==> src/hdl/rc4_pkg.sv <==
`default_nettype none

package rc4_pkg;

	localparam int unsigned KeyLength = 256;
	localparam logic [7:0]  KeyLast   = 8'(KeyLength - 1);

	localparam logic OpKeyLoad = 1'b0;
	localparam logic OpData    = 1'b1;

	typedef struct packed {
		logic       operation;
		logic [7:0] key_index;
		logic [7:0] data_byte;
		logic       zone_end;
	} cmd_t;

	typedef struct packed {
		logic [7:0] result_byte;
		logic       unkeyed;
		logic       zone_end_out;
	} rsp_t;

endpackage

`default_nettype wire

==> src/hdl/rc4_stream_cipher_core.sv <==
`default_nettype none

// RC4 cipher core. A key-load item (operation 0) stores one key byte at
// key_index; writing index KeyLength-1 starts the key schedule, which fills
// the permutation with the identity, then runs each mixing step through the
// MRD, MJ, MW1 and MW2 states; cmd_stall is high throughout. Each data item
// (operation 1) returns one result: the byte XORed with the next keystream
// byte, or the byte unchanged with unkeyed set if no schedule has completed
// since reset or since the last data item with zone_end. A keyed data item
// passes through PI, PJ, PW1, PW2, PX and OUT before it reaches the result
// register, an unkeyed one goes straight to OUT, and the input side stays
// busy until the result is loaded; other key loads leave it idle. This span
// is set by the single read and single write port of the permutation
// memory, which the dependent S[i], S[j], S[S[i]+S[j]] accesses and the
// two-write swap share. The result register frees the input side once the
// result is loaded, even while rsp_stall holds it.
module rc4_stream_cipher_core (
	input  wire logic          clk,
	input  wire logic          arst_n,
	input  wire logic          cmd_valid,
	output logic               cmd_stall,
	input  wire rc4_pkg::cmd_t cmd,
	output logic               rsp_valid,
	input  wire logic          rsp_stall,
	output rc4_pkg::rsp_t      rsp
);
	import rc4_pkg::*;

	typedef enum logic [11:0] {
		ST_IDLE = 12'b0000_0000_0001,
		ST_INIT = 12'b0000_0000_0010,
		ST_MRD  = 12'b0000_0000_0100,
		ST_MJ   = 12'b0000_0000_1000,
		ST_MW1  = 12'b0000_0001_0000,
		ST_MW2  = 12'b0000_0010_0000,
		ST_PI   = 12'b0000_0100_0000,
		ST_PJ   = 12'b0000_1000_0000,
		ST_PW1  = 12'b0001_0000_0000,
		ST_PW2  = 12'b0010_0000_0000,
		ST_PX   = 12'b0100_0000_0000,
		ST_OUT  = 12'b1000_0000_0000
	} state_t;

	state_t     state_q;
	logic [7:0] n_q, kc_q, acc_q;
	logic [7:0] i_q, j_q;
	logic       keyed_q;
	logic [7:0] si_q, sj_q, sn_q;
	logic       byp_q;
	logic [7:0] data_q, res_q;
	logic       unk_q, ze_q;

	logic [7:0] perm_mem [256];
	logic [7:0] key_mem  [256];
	logic       p_we;
	logic [7:0] p_wa, p_wd, p_ra, p_rd_q;
	logic [7:0] k_rd_q;

	logic       accept;
	logic       rsp_load;
	logic [7:0] acc_nx, i_nx, j_nx, t_nx;

	assign cmd_stall = (state_q != ST_IDLE);
	assign accept    = cmd_valid && !cmd_stall;
	assign rsp_load  = (state_q == ST_OUT) && (!rsp_valid || !rsp_stall);

	assign acc_nx = 8'(acc_q + p_rd_q + k_rd_q);
	assign i_nx   = 8'(i_q + 8'd1);
	assign j_nx   = 8'(j_q + p_rd_q);
	assign t_nx   = 8'(si_q + sj_q);

	always_comb begin
		p_we = 1'b0;
		p_wa = n_q;
		p_wd = n_q;
		p_ra = n_q;
		unique case (state_q)
			ST_INIT: begin
				p_we = 1'b1;
			end
			ST_MJ: begin
				p_ra = acc_nx;
			end
			ST_MW1: begin
				p_we = 1'b1;
				p_wd = p_rd_q;
			end
			ST_MW2: begin
				p_we = 1'b1;
				p_wa = acc_q;
				p_wd = sn_q;
			end
			ST_PI: begin
				p_ra = i_nx;
			end
			ST_PJ: begin
				p_ra = j_nx;
			end
			ST_PW1: begin
				p_we = 1'b1;
				p_wa = i_q;
				p_wd = p_rd_q;
			end
			ST_PW2: begin
				p_we = 1'b1;
				p_wa = j_q;
				p_wd = si_q;
				p_ra = t_nx;
			end
			default: begin
			end
		endcase
	end

	always_ff @(posedge clk) begin
		if (p_we) begin
			perm_mem[p_wa] <= p_wd;
		end
		p_rd_q <= perm_mem[p_ra];
	end

	always_ff @(posedge clk) begin
		if (accept && cmd.operation == OpKeyLoad) begin
			key_mem[cmd.key_index] <= cmd.data_byte;
		end
		k_rd_q <= key_mem[kc_q];
	end

	always_ff @(posedge clk or negedge arst_n) begin
		if (!arst_n) begin
			state_q   <= ST_IDLE;
			n_q       <= '0;
			kc_q      <= '0;
			acc_q     <= '0;
			i_q       <= '0;
			j_q       <= '0;
			keyed_q   <= 1'b0;
			rsp_valid <= 1'b0;
		end else begin
			if (rsp_load) begin
				rsp_valid <= 1'b1;
			end else if (rsp_valid && !rsp_stall) begin
				rsp_valid <= 1'b0;
			end
			unique case (state_q)
				ST_IDLE: begin
					if (accept) begin
						if (cmd.operation == OpKeyLoad) begin
							if (cmd.key_index == KeyLast) begin
								n_q     <= '0;
								state_q <= ST_INIT;
							end
						end else begin
							if (cmd.zone_end) begin
								keyed_q <= 1'b0;
							end
							state_q <= keyed_q ? ST_PI : ST_OUT;
						end
					end
				end
				ST_INIT: begin
					n_q <= 8'(n_q + 8'd1);
					if (n_q == 8'hff) begin
						kc_q    <= '0;
						acc_q   <= '0;
						state_q <= ST_MRD;
					end
				end
				ST_MRD: begin
					state_q <= ST_MJ;
				end
				ST_MJ: begin
					acc_q   <= acc_nx;
					state_q <= ST_MW1;
				end
				ST_MW1: begin
					state_q <= ST_MW2;
				end
				ST_MW2: begin
					n_q  <= 8'(n_q + 8'd1);
					kc_q <= (kc_q == KeyLast) ? 8'd0 : 8'(kc_q + 8'd1);
					if (n_q == 8'hff) begin
						i_q     <= '0;
						j_q     <= '0;
						keyed_q <= 1'b1;
						state_q <= ST_IDLE;
					end else begin
						state_q <= ST_MRD;
					end
				end
				ST_PI: begin
					i_q     <= i_nx;
					state_q <= ST_PJ;
				end
				ST_PJ: begin
					j_q     <= j_nx;
					state_q <= ST_PW1;
				end
				ST_PW1: begin
					state_q <= ST_PW2;
				end
				ST_PW2: begin
					state_q <= ST_PX;
				end
				ST_PX: begin
					state_q <= ST_OUT;
				end
				ST_OUT: begin
					if (rsp_load) begin
						state_q <= ST_IDLE;
					end
				end
				default: begin
					state_q <= ST_IDLE;
				end
			endcase
		end
	end

	always_ff @(posedge clk) begin
		if (accept) begin
			data_q <= cmd.data_byte;
			ze_q   <= cmd.zone_end;
			unk_q  <= !keyed_q;
			res_q  <= cmd.data_byte;
		end
		if (state_q == ST_MJ) begin
			sn_q <= p_rd_q;
		end
		if (state_q == ST_PJ) begin
			si_q <= p_rd_q;
		end
		if (state_q == ST_PW1) begin
			sj_q <= p_rd_q;
		end
		if (state_q == ST_PW2) begin
			byp_q <= (t_nx == j_q);
		end
		if (state_q == ST_PX) begin
			res_q <= data_q ^ (byp_q ? si_q : p_rd_q);
		end
		if (rsp_load) begin
			rsp.result_byte  <= res_q;
			rsp.unkeyed      <= unk_q;
			rsp.zone_end_out <= ze_q;
		end
	end

	a_sched_start: assert property (@(posedge clk) disable iff (!arst_n)
		accept && cmd.operation == OpKeyLoad && cmd.key_index == KeyLast
		|=> state_q == ST_INIT)
		else $error("key schedule did not start after last key byte");

	a_keyed_src: assert property (@(posedge clk) disable iff (!arst_n)
		$rose(keyed_q) |-> $past(state_q == ST_MW2))
		else $error("keyed set outside end of key schedule");

	a_rsp_src: assert property (@(posedge clk) disable iff (!arst_n)
		$rose(rsp_valid) |-> $past(state_q == ST_OUT))
		else $error("result raised outside output state");

endmodule

`default_nettype wire

==> config.mk <==
export PLATFORM = sky130hd
export DESIGN_NAME = rc4_stream_cipher_core
export DESIGN_NICKNAME = d
export VERILOG_FILES = /design/src/hdl/rc4_pkg.sv /design/src/hdl/rc4_stream_cipher_core.sv
export SDC_FILE = /design/constraint.sdc
export NUM_CORES = 2
export LEC_CHECK = 0
export BUFFER_PORTS_ARGS = -buffer_cell sky130_fd_sc_hd__buf_2
export CORE_MARGIN = 10
export CORE_UTILIZATION = 25
export CTS_CLUSTER_DIAMETER = 200
export DETAILED_ROUTE_END_ITERATION = 10
export GPL_ROUTABILITY_DRIVEN = 0
export SYNTH_ARGS = -nofsm -noshare
export SYNTH_HDL_FRONTEND = slang
export SYNTH_SLANG_ARGS = --single-unit
==> constraint.sdc <==
create_clock -name clk -period 12.4 [get_ports clk]
set_input_delay 0.62 -clock clk [delete_from_list [all_inputs] [get_ports clk]]
set_output_delay 0.62 -clock clk [all_outputs]
set_load 0.01 [all_outputs]
### After elaboration in Yosys (flattened, before gate mapping)

Memories as Yosys holds them, arrays and structs flattened. A register that Yosys moved wholly into a read port is not among the register bits.
Cells that the tools add are included.
W data, S select, Z words.

* flip-flop bits (word level): 107
* memory bits (writable): 4096
* input port bits: 22
* output and inout bits: 12
* memories kept: 2

* add/subtract/negate cells: 7
* equal/unequal tests: 26
* muxes and demuxes: 36
* bitwise gates (word level): 2
* reductions and logical operators: 27

Memory list
* key_mem: depth 256, bits a word 8, rd ports 1, clocked after memory_dff 1, write ports 1, RTL line rc4_stream_cipher_core.sv:54 `logic [7:0] key_mem [256];`
* perm_mem: depth 256, bits a word 8, rd ports 1, clocked after memory_dff 1, write ports 1, RTL line rc4_stream_cipher_core.sv:53 `logic [7:0] perm_mem [256];`

Operators with widths (number)
* $pmux W12 S12: 1
* $pmux W8 S2: 5
* $mux W12: 6
* $mux W8: 8
* $pmux W8 S3: 2
* $add A8 B8 Y8: 4
* $pmux W8 S4: 1
* $add A8 B1 Y8 const B: 3
* $eq A8 B8 Y1 const B: 3
* $ne A2 B2 Y1 const B: 8
* $reduce_bool A2 Y1: 8
* $eq A12 B1 Y1 const B: 1
* $eq A12 B10 Y1 const B: 1
* $eq A12 B11 Y1 const B: 1
* $eq A12 B12 Y1 const B: 1
* $eq A12 B2 Y1 const B: 1
* $eq A12 B3 Y1 const B: 1
* $eq A12 B4 Y1 const B: 1
* $eq A12 B5 Y1 const B: 1
* $eq A12 B6 Y1 const B: 1
* $eq A12 B7 Y1 const B: 1
* $eq A12 B8 Y1 const B: 1
* $eq A12 B9 Y1 const B: 1
* $ne A12 B1 Y1 const B: 1
* 15 further kinds: 36

### Longest topological paths before layout

* depth in word-level cells: 6
* gate-level depth with buffers: 19
* gate-level depth less buffers: 17

### Least setup slack after synthesis

OpenSTA, ideal clock, no wires.

* path kind: flip-flop to flip-flop
* start point: register state_q[1]
* end point: memory perm_mem[0][4] (data pin)
* arrival time: 9.358 ns
* required time: 10.820 ns
* path slack: 1.462 ns
* stages on the path, launching flop included: 9
* buffers on the path: 3
* clock period less this slack: 10.938 ns
* path through: dfrtp_1 > or4_1 > buf_2 > or4_1 > nor3b_1 > clkbuf_1 > clkbuf_1 > a222oi_1 > a21oi_1

* longest elaborated chain between the ends: 3
* elaborated cells on any way between the ends: 6
* those cells by class: 4 x eq/ne; 1 x mux; 1 x reduce/logical

RTL lines
* start, declared: RTL line rc4_stream_cipher_core.sv:44 `state_t state_q;`
* start signal, assigned: RTL line rc4_stream_cipher_core.sv:157 `state_q <= keyed_q ? ST_PI : ST_OUT;`
* $eq A12 B9 Y1 / $eq A12 B5 Y1 (equally long branches): RTL line rc4_stream_cipher_core.sv:77 `unique case (state_q)`
* $reduce_or A2 Y1 (no source line)
* $pmux W8 S3 (*): RTL line rc4_stream_cipher_core.sv:77
* net p_wd[4]: RTL line rc4_stream_cipher_core.sv:56 `logic [7:0] p_wa, p_wd, p_ra, p_rd_q;`
* end, declared: RTL line rc4_stream_cipher_core.sv:53

The timed path passes the listed nets; every way through them passes the cells marked *.

### Final worst setup path

* start point: register state_q[1]
* end point: register p_rd_q[1] (read register of perm_mem)

* longest elaborated chain between the ends: 2
* elaborated cells on any way between the ends: 5
* those cells by class: 4 x eq/ne; 1 x mux

RTL lines (RTL line)
* $eq A12 B10 Y1, or another cell as far along: rc4_stream_cipher_core.sv:77
* $pmux W8 S4 (*): rc4_stream_cipher_core.sv:77
* end, declared: rc4_stream_cipher_core.sv:56

Mark *: on every way between the ends. The rest lies on a longest branch, timed or not.
A chain may end at the register's enable or synchronous reset.

==> impl_metrics.ini <==
[setup_path]
worstPathRequired_ns = 13.16
cp_data_arrival_time_ns = 8.29
worst_path_largest_cell_delay_ns = 0.78
critical_path.cell_chain = nor4_1 > nand3_1 > inv_2 > or4b_1 > buf_4 > and3_4 > buf_12 > buf_12 > mux2i_1 > o22ai_1 > nor4_1 > a311oi_1 > or4_1 > a31oi_1 > a211oi_1
worst_setup_path_start_kind = register
worstPathMaxFanout = 126
end_kind = register
library_cell_contributing_the_largest_single_delay_on_the_critical_path = sky130_fd_sc_hd__nor4_1
worst-setup-path-type = register to register

[global_routing]
grt_first_pass_wirelength_microns = 638000
grt_pass1_vias = 87213
grt_remaining_overflow = 0
grt_antenna_before_repair = 31
grt_start_max_net_pins = 199
gr_usage_total = 0.120

[yosys]
synth_warnings = 0
post_synth.cell_area_avg_sq_um = 17.1
synthArstFlopShare = 0.0128
ys_ff_latch = 4219
postSynthNetCount = 9831
synthMostInstantiatedCell = sky130_fd_sc_hd__edfxtp_1
synth_sequential_area_ratio = 0.757
ys_top_cells_by_count = 4,149 x sky130_fd_sc_hd__edfxtp_1, 1,530 x sky130_fd_sc_hd__nand2_1, 680 x sky130_fd_sc_hd__mux4_2
synth_top_flop_cell = sky130_fd_sc_hd__edfxtp_1
netlist.top_cell.by_area = sky130_fd_sc_hd__edfxtp_1
netlist-cell-type-count = 96
synth_top_cell_area_share = 0.747
syn_inst = 9776
synth_edf_count = 4149
synth.area.top_cells = sky130_fd_sc_hd__edfxtp_1 75%, sky130_fd_sc_hd__mux4_2 9.2%, sky130_fd_sc_hd__nand2_1 3.4%, sky130_fd_sc_hd__mux2i_1 1.8%, sky130_fd_sc_hd__nor2_1 1.4%
post_synthesis_cell_area_sq_mm = 0.167

[power_and_ir_drop]
powerDensity_mw_per_mm2 = 147
leakage_nw = 59.9
peakVddDrop_mv = 0.143

[clocking]
cts-resized-gates = 0
cts_tree = done
hold_buffers = 3
cts_buffer_depth = 4
tritoncts.num_buffers = 400
worstSkewPairLatency_ns = 0.98
clkSlewWorstSetupHoldPaths_ns = 0.07
cts.htree.levels = 5
numClockSinks = 4219
clock-root-buffer = sky130_fd_sc_hd__clkbuf_16
post-cts-setup-buffer-count = 0

[routing]
detailroute.via_count = 89975
wirelength_microns = 442000
drt_drc = 0
drt_iter0_drc = 11122
avgViaCountPerCell = 4.73
dr.pass1.iters = 9
wl_per_cell_microns = 23.3
ant_nets = 0

[die]
die-area_sq_mm = 0.700
die_height_microns = 837
initial_utilization = 0.250
placementRows = 300
io-pin-count = 34
core_sq_mm = 0.666
die_w_microns = 837

[sta]
min_period_ns = 7.53
fmax_mhz = 133
slew_violations = 3
unrepaired_setup_endpoints_after_global_routing = false
worst_clock_skew_ns = 0.0797
timing.setup.tns_ns = 0
timing_hold_violations_final = 0
worst_slew_margin_rel = -0.00642
final_min_period_over_clock_period = 0.607
setup_viol = 0
tightest_slew_ns = 1.51

[status]
status = finished, violations left
failed_checks = max-capacitance violations, max-slew violations

[finish]
layout-drive-gt1-share = 0.148
finalNetCount = 9828
area_growth_pct = 13.9
stdcell_area_sq_mm = 0.190

[place]
buffer_ports.inserted = 33
dp_hpwl_microns = 253000
post_dp_cell_area_sq_mm = 0.177

[run]
maxCapViolations = 1

[min_path]
min-delay-path-class = input pin to register
final timing paths:
path	from	end	slack, ns	cells past startpoint
setup / recovery	state_q[1]$_DFFE_PN0P_	p_rd_q[1]$_DFF_P_	4.87	15
hold reg to reg	res_q[4]$_DFFE_PP_	rsp[6]$_DFFE_PP_	0.51	0
min in group asynchronous	arst_n	rsp_valid$_DFFE_PN0P_	0.39	3
hold / removal	cmd_valid	state_q[0]$_DFFE_PN1P_	0.11	4
setup reg to reg	state_q[1]$_DFFE_PN0P_	p_rd_q[1]$_DFF_P_	4.87	15
max in group asynchronous	arst_n	kc_q[0]$_DFFE_PN0P_	11.29	3
worst max-delay path: cells and delay by family, from the launching register on:
kind                   cells  cell delay (ns)
buffers and inverters      4             1.80
AOI/OAI and AO/OA          4             1.82
and+or+nand+nor            6             2.65
DFF                        1             0.44
muxes                      1             0.16
layout make-up:
class / count / area, sq um
Sequential cell: 4219 / 126000
Tap cell: 8909 / 11100
Inverter: 44 / 165
Multi-Input combinational cell: 4923 / 37900
Clock inverter: 230 / 2240
Fill cell: 65582 / 476000
Antenna cell: 7 / 17.5
Timing Repair Buffer: 185 / 1720
Clock buffer: 496 / 10500
where the power goes:
| part | internal [mW] | leakage, nW | switching (mW) |
|---|---|---|---|
| Sequential | 15.5 | 38.1 | 0.0000000000000000122 |
| Clock | 6.80 | 6.20 | 5.36 |
| Combinational | 0.0125 | 15.6 | 0.153 |
| Total | 22.3 | 59.9 | 5.52 |
registers in the layout, indices dropped and copies added, names as in the netlist, 8 cells and up:
| signal | flops |
|---|---|
| si_q | 8 |
| i_q | 8 |
| rsp | 10 |
| data_q | 8 |
| sj_q | 8 |
| state_q | 12 |
| p_rd_q | 8 |
| res_q | 8 |
| j_q | 8 |
| sn_q | 8 |
| k_rd_q | 8 |
| n_q | 8 |
| perm_mem | 2048 |
| kc_q | 8 |
| key_mem | 2048 |
| acc_q | 8 |
logic make-up (layout without fill, tap and decap cells):
kind of cell | count (synthesis) | after routing | share of synthesized area
AOI/OAI and AO/OA | 976 | 976 | 0.0371
xor gates and xnor gates | 39 | 39 | 0.00205
adders and majority gates | 33 | 33 | 0.00292
buffers and inverters | 634 | 955 | 0.0176
DFF | 4219 | 4219 | 0.757
muxes | 982 | 982 | 0.110
other | 0 | 7 | 0
and+or+nand+nor | 2893 | 2893 | 0.0737
per-stage QoR:
stage	cells	power (mW)	hold WS (ns)	utilization	setup WS, ns
after floorplan	9776	15.8	0.324	-	1.46
after global placement	18277	16.0	0.530	0.266	5.16
after detailed placement	18277	16.0	0.536	0.266	5.24
after CTS	19006	28.0	0.0425	0.285	5.20
after global routing	19008	28.6	0.0974	0.285	4.83
final	19013	27.9	0.113	0.285	4.87
per-layer routing:
metal,vias up,GRT usage,share of wire
met3,740,0.0223,0.082
met5,-,0,0.000070
met1,47030,0.168,0.42
li1,38367,-,-
met2,3832,0.191,0.47
met4,6,0.0346,0.031
layout by cell type (no fill, tap or decap), types with 50 or more instances in the layout:
cell                        Yosys  final
sky130_fd_sc_hd__mux4_2       680    680
sky130_fd_sc_hd__mux2i_1      302    302
sky130_fd_sc_hd__clkinv_2       0     60
sky130_fd_sc_hd__nand2_1     1530   1513
sky130_fd_sc_hd__a21oi_1      382    377
sky130_fd_sc_hd__a31oi_1       90     90
sky130_fd_sc_hd__nor2_1       623    623
sky130_fd_sc_hd__o22ai_1      143    142
sky130_fd_sc_hd__buf_4         67    123
sky130_fd_sc_hd__o21ai_0       86     86
sky130_fd_sc_hd__nor3_1        52     50
sky130_fd_sc_hd__clkbuf_1     260     87
sky130_fd_sc_hd__edfxtp_1    4149   4149
sky130_fd_sc_hd__clkbuf_16      0    402
sky130_fd_sc_hd__nand3_1      392    383
sky130_fd_sc_hd__nor4_1       114    114
sky130_fd_sc_hd__clkinv_1       1     98
Note: power is estimated with default switching activity, not from simulation.
